<file path="src/hw/rtl/mch_scale.sv">
// Three-stage axis scaler: raw * gain, then * correction, then round, offset, saturate.
// No dependencies.
module mch_scale (
  input  logic               clk_i,
  input  logic signed [15:0] raw_i,
  input  logic [14:0]        gain_i,
  input  logic [15:0]        corr_i,
  input  logic signed [13:0] off_i,
  output logic signed [19:0] scaled_o
);

  logic signed [31:0] prod1_q, prod1_d;
  logic signed [48:0] prod2_q, prod2_d;
  logic signed [50:0] sum_w;
  logic signed [24:0] rnd_w;
  logic signed [19:0] scaled_q, scaled_d;

  assign prod1_d = raw_i * $signed({1'b0, gain_i});
  assign prod2_d = prod1_q * $signed({1'b0, corr_i});

  always_comb begin
    sum_w = 51'(prod2_q) + 51'(33554432);
    rnd_w = 25'(sum_w >>> 26) + 25'(off_i);
    if (rnd_w > 25'sd524287) begin
      scaled_d = 20'sd524287;
    end else if (rnd_w < -25'sd524288) begin
      scaled_d = -20'sd524288;
    end else begin
      scaled_d = rnd_w[19:0];
    end
  end

  always_ff @(posedge clk_i) begin
    prod1_q  <= prod1_d;
    prod2_q  <= prod2_d;
    scaled_q <= scaled_d;
  end

  assign scaled_o = scaled_q;

endmodule

</file>
<file path="config.mk">
export PLATFORM = sky130hd
export DESIGN_NAME = mch_scale
export DESIGN_NICKNAME = d
export VERILOG_FILES = /design/src/hw/rtl/mch_scale.sv
export SDC_FILE = /design/constraint.sdc
export NUM_CORES = 2
export LEC_CHECK = 0
export BUFFER_PORTS_ARGS = -buffer_cell sky130_fd_sc_hd__buf_2
export CELL_PAD_IN_SITES_DETAIL_PLACEMENT = 0
export CELL_PAD_IN_SITES_GLOBAL_PLACEMENT = 1
export CORE_UTILIZATION = 43
export DETAILED_ROUTE_END_ITERATION = 7
export GPL_ROUTABILITY_DRIVEN = 0
export PLACE_DENSITY_LB_ADDON = 0.1
export SLEW_MARGIN = 5
export SYNTH_ARGS = -nofsm -noshare
export SYNTH_HDL_FRONTEND = slang
export SYNTH_SLANG_ARGS = --single-unit
</file>
<file path="constraint.sdc">
create_clock -name clk_i -period 14.9 [get_ports clk_i]
set_input_delay 2.235 -clock clk_i [delete_from_list [all_inputs] [get_ports clk_i]]
set_output_delay 2.235 -clock clk_i [all_outputs]
set_load 0.05 [all_outputs]
</file>
==> metrics.md <==
| Metric | Value |
|---|---|
| Status | `completed` |
| Final setup fails | `0` |
| Fin util | `0.458` |
| CTS tree | `built` |
| RSZ-0062 raised after global routing | `no` |
| Hold depth | `4` |
| Yosys cell types | `60` |
| Area Growth Syn to Fin | `4.61%` |
| Initial drt markers | `877` |
| Clk slew on worst S/H paths | `70 ps` |
| Clock buffer count from CTS | `9` |
| Non-filler instance count after layout | `4120` |
| Mapped Cells | `3263` |
| Fraction of layout cells with a size suffix above 1 | `0.0357` |
| Type of the most critical hold path | `flip-flop to flip-flop` |
| PortBufs | `81` |
| Cts-stage hold buffer count | `0` |
| CP max FO | `32` |
| Buf/Inv on CP | `4` |
| Mapped cell area | `29600 um^2` |
| Critical Path AT | `8890 ps` |
| Largest net degree at the start of global routing | `33` |
| Area of the multi-input gates | `24400 um^2` |
| Levels on crit path | `22` |
| Seq/Total Area, Yosys | `0.0513` |
| Top cells by count, synth | `inv_1 (867), fa_1 (734), nand2_1 (447)` |
| Synth async-reset ratio | `0` |
| Crit-path most repeated cell | `fa_1` |
| Routed Antenna Nets | `0` |
| Slowest CP cell | `buf_2` |
| Vias post-DR | `20325` |
| GRT Total Usage | `0.222` |
| Post-synth net total | `4281` |
| Clock sink count | `76` |
| Tmin final | `8630 ps` |
| Final HPWL from detailed placement | `58100 um` |
| Worst Skew | `22.9 ps` |
| Clk root buf | `clkbuf_16` |
| Total negative slack | `0 ps` |
| Max Slew Vio Count | `0` |
| Crit path required time | `15160 ps` |
| Vias/cell | `4.93` |
| Vias in the first global route | `23181` |
| Initial antenna violation count | `2` |
| Startpoint types | `input port` |
| Final hold vios | `0` |
| Routed wire length | `72700 um` |
| IO Pins | `82` |
| Worst r2r path cells | `21` |
| Wirelength per Cell | `17.6 um` |
| Mapped Avg Cell Area | `9.08 um^2` |
| Final net count | `4259` |
| # fillers | `6632` |
| FF+latch area | `1520 um^2` |
| Worst-margin pin slew | `1050 ps` |
| FF-to-FF Start | `prod1_q[15]` |
| Fin crit share | `0.579` |
| Capturing element type of the critical path | `flip-flop` |
| Min-delay src | `prod2_q[28]` |
| Die span in y | `265 um` |
| Post-CTS Setup Inserts | `0` |
| Slowest Stage Delay on Critical Path | `670 ps` |
| Number of synthesized flops with an enable pin | `0` |
| Global route overflow | `0` |
| Die W | `265 um` |
| Rel. slew slack | `0.301` |
| YS warnings | `0` |
| Fmax | `116 MHz` |
| CTS H-Tree Depth | `3` |
| Longest Clk Path Bufs | `2` |
| Top delay family on crit path | `adder cells` |
| Yosys top cell by area | `fa_1` |
| DRC | `0` |
| DIE AREA | `70000 um^2` |
| Most common cell in the netlist | `inv_1` |
| First-pass GRT wire length | `122000 um` |
| CP cell instances | `buf_2, nand2_1, fa_1, inv_1, fa_1, fa_1, fa_1, fa_1, inv_1, fa_1, inv_1, ha_1, a21oi_1, o21a_1, o211ai_1, a2111o_1, a21boi_4, o21ai_2, a311o_1, a31oi_1, o21bai_1, xor2_1` |
| Seq cells post-synth | `76` |
| Main synth FF type | `dfxtp_1` |
| Clk_lat worst skew | `390 ps` |
| Starting Density | `0.438` |
| CP Class | `input port to flip-flop` |
| Max Cap Viol | `0` |
| Drt pass-1 iters | `5` |
| Row count | `95` |
| Placed Cells | `4103` |
| Crit. Startpoint | `corr_i[8]` |
| Post_cts resized | `0` |
| Largest cells by area after synthesis | `fa_1 (50%), inv_1 (11%), ha_1 (9.4%)` |
| Core area | `67600 um^2` |
| Top cell type's share of synthesized area | `0.496` |
-- placed cells by master (no fill, tap or decap), types with 3 or more instances in the layout --
cell / instances
a211o_1: 5
a211oi_1: 4
a21o_1: 44
a21oi_1: 62
a221oi_1: 3
a31oi_1: 4
and2_1: 350
and3_1: 11
and4_1: 4
buf_2: 81
buf_4: 3
clkbuf_16: 9
dfxtp_1: 76
fa_1: 734
ha_1: 222
inv_1: 867
nand2_1: 447
nand2b_1: 9
nand3_1: 15
nand4_1: 13
nor2_1: 42
nor2b_1: 7
nor3_1: 9
o211ai_1: 5
o21a_1: 14
o21ai_0: 30
o21ai_1: 16
o21bai_1: 8
o31ai_1: 3
xnor2_1: 72
xor2_1: 32
-- path summary, 6_finish.rpt --
check | end | slack [ps]
min reg2reg | scaled_o[2] | 900
max reg2reg | prod2_q[46] | 7840
min | scaled_o[2] | 900
max | prod2_q[46] | 6270
-- routing by layer --
metal	global-route usage	up-vias	part of all wire
li1	-	9409	-
met1	0.307	10507	0.47
met2	0.380	346	0.48
met3	0.0238	59	0.038
met4	0.0407	4	0.012
met5	0	-	0.00023
-- cell type report --
class | instances | area share
Tap cell | 873 | 0.0352
Inverter | 867 | 0.105
Clock buffer | 9 | 0.00727
Sequential cell | 76 | 0.0491
Multi-Input combinational cell | 2203 | 0.787
Clock inverter | 7 | 0.00210
Timing Repair Buffer | 84 | 0.0138
Antenna cell | 1 | 0.0000807
-- metrics by stage --
| stage | worst slack (ps) | area, um^2 | hold slack [ps] |
|---|---|---|---|
| after CTS | 6310 | 31000 | 911 |
| after global placement | 6040 | 30700 | 869 |
| after detailed placement | 5900 | 30700 | 887 |
| after floorplan | 7000 | 29600 | 737 |
| final | 6270 | 31000 | 896 |
| after global routing | 5900 | 31000 | 985 |
-- flip-flops by register name, summed over array words and instances (netlist names) --
| signal | cells |
|---|---|
| scaled_o | 20 |
| prod2_q | 24 |
| prod1_q | 32 |
-- worst register-to-register path, cell delays in order, from the launching register on --
cell and delay [ps]:
dfxtp_1 990, nand2_1 220, fa_1 590, inv_1 50
fa_1 490, fa_1 580, fa_1 440, fa_1 520
inv_1 50, fa_1 470, inv_1 40, ha_1 320
a21oi_1 160, o21a_1 230, o211ai_1 120, a2111o_1 410
a21boi_4 300, o21ai_2 140, a311o_1 320, a31oi_1 260
o21bai_1 110, xor2_1 140
-- cells by family after synthesis --
logic type	synth area share
adders and majority gates	0.590
buffers and inverters	0.125
xor gates and xnor gates	0.0307
DFF	0.0513
AOI/OAI and AO/OA	0.0520
and+or+nand+nor	0.151
Power is not shown: default switching activity piles up to over one toggle a cycle in this logic, so the estimate is an artifact.
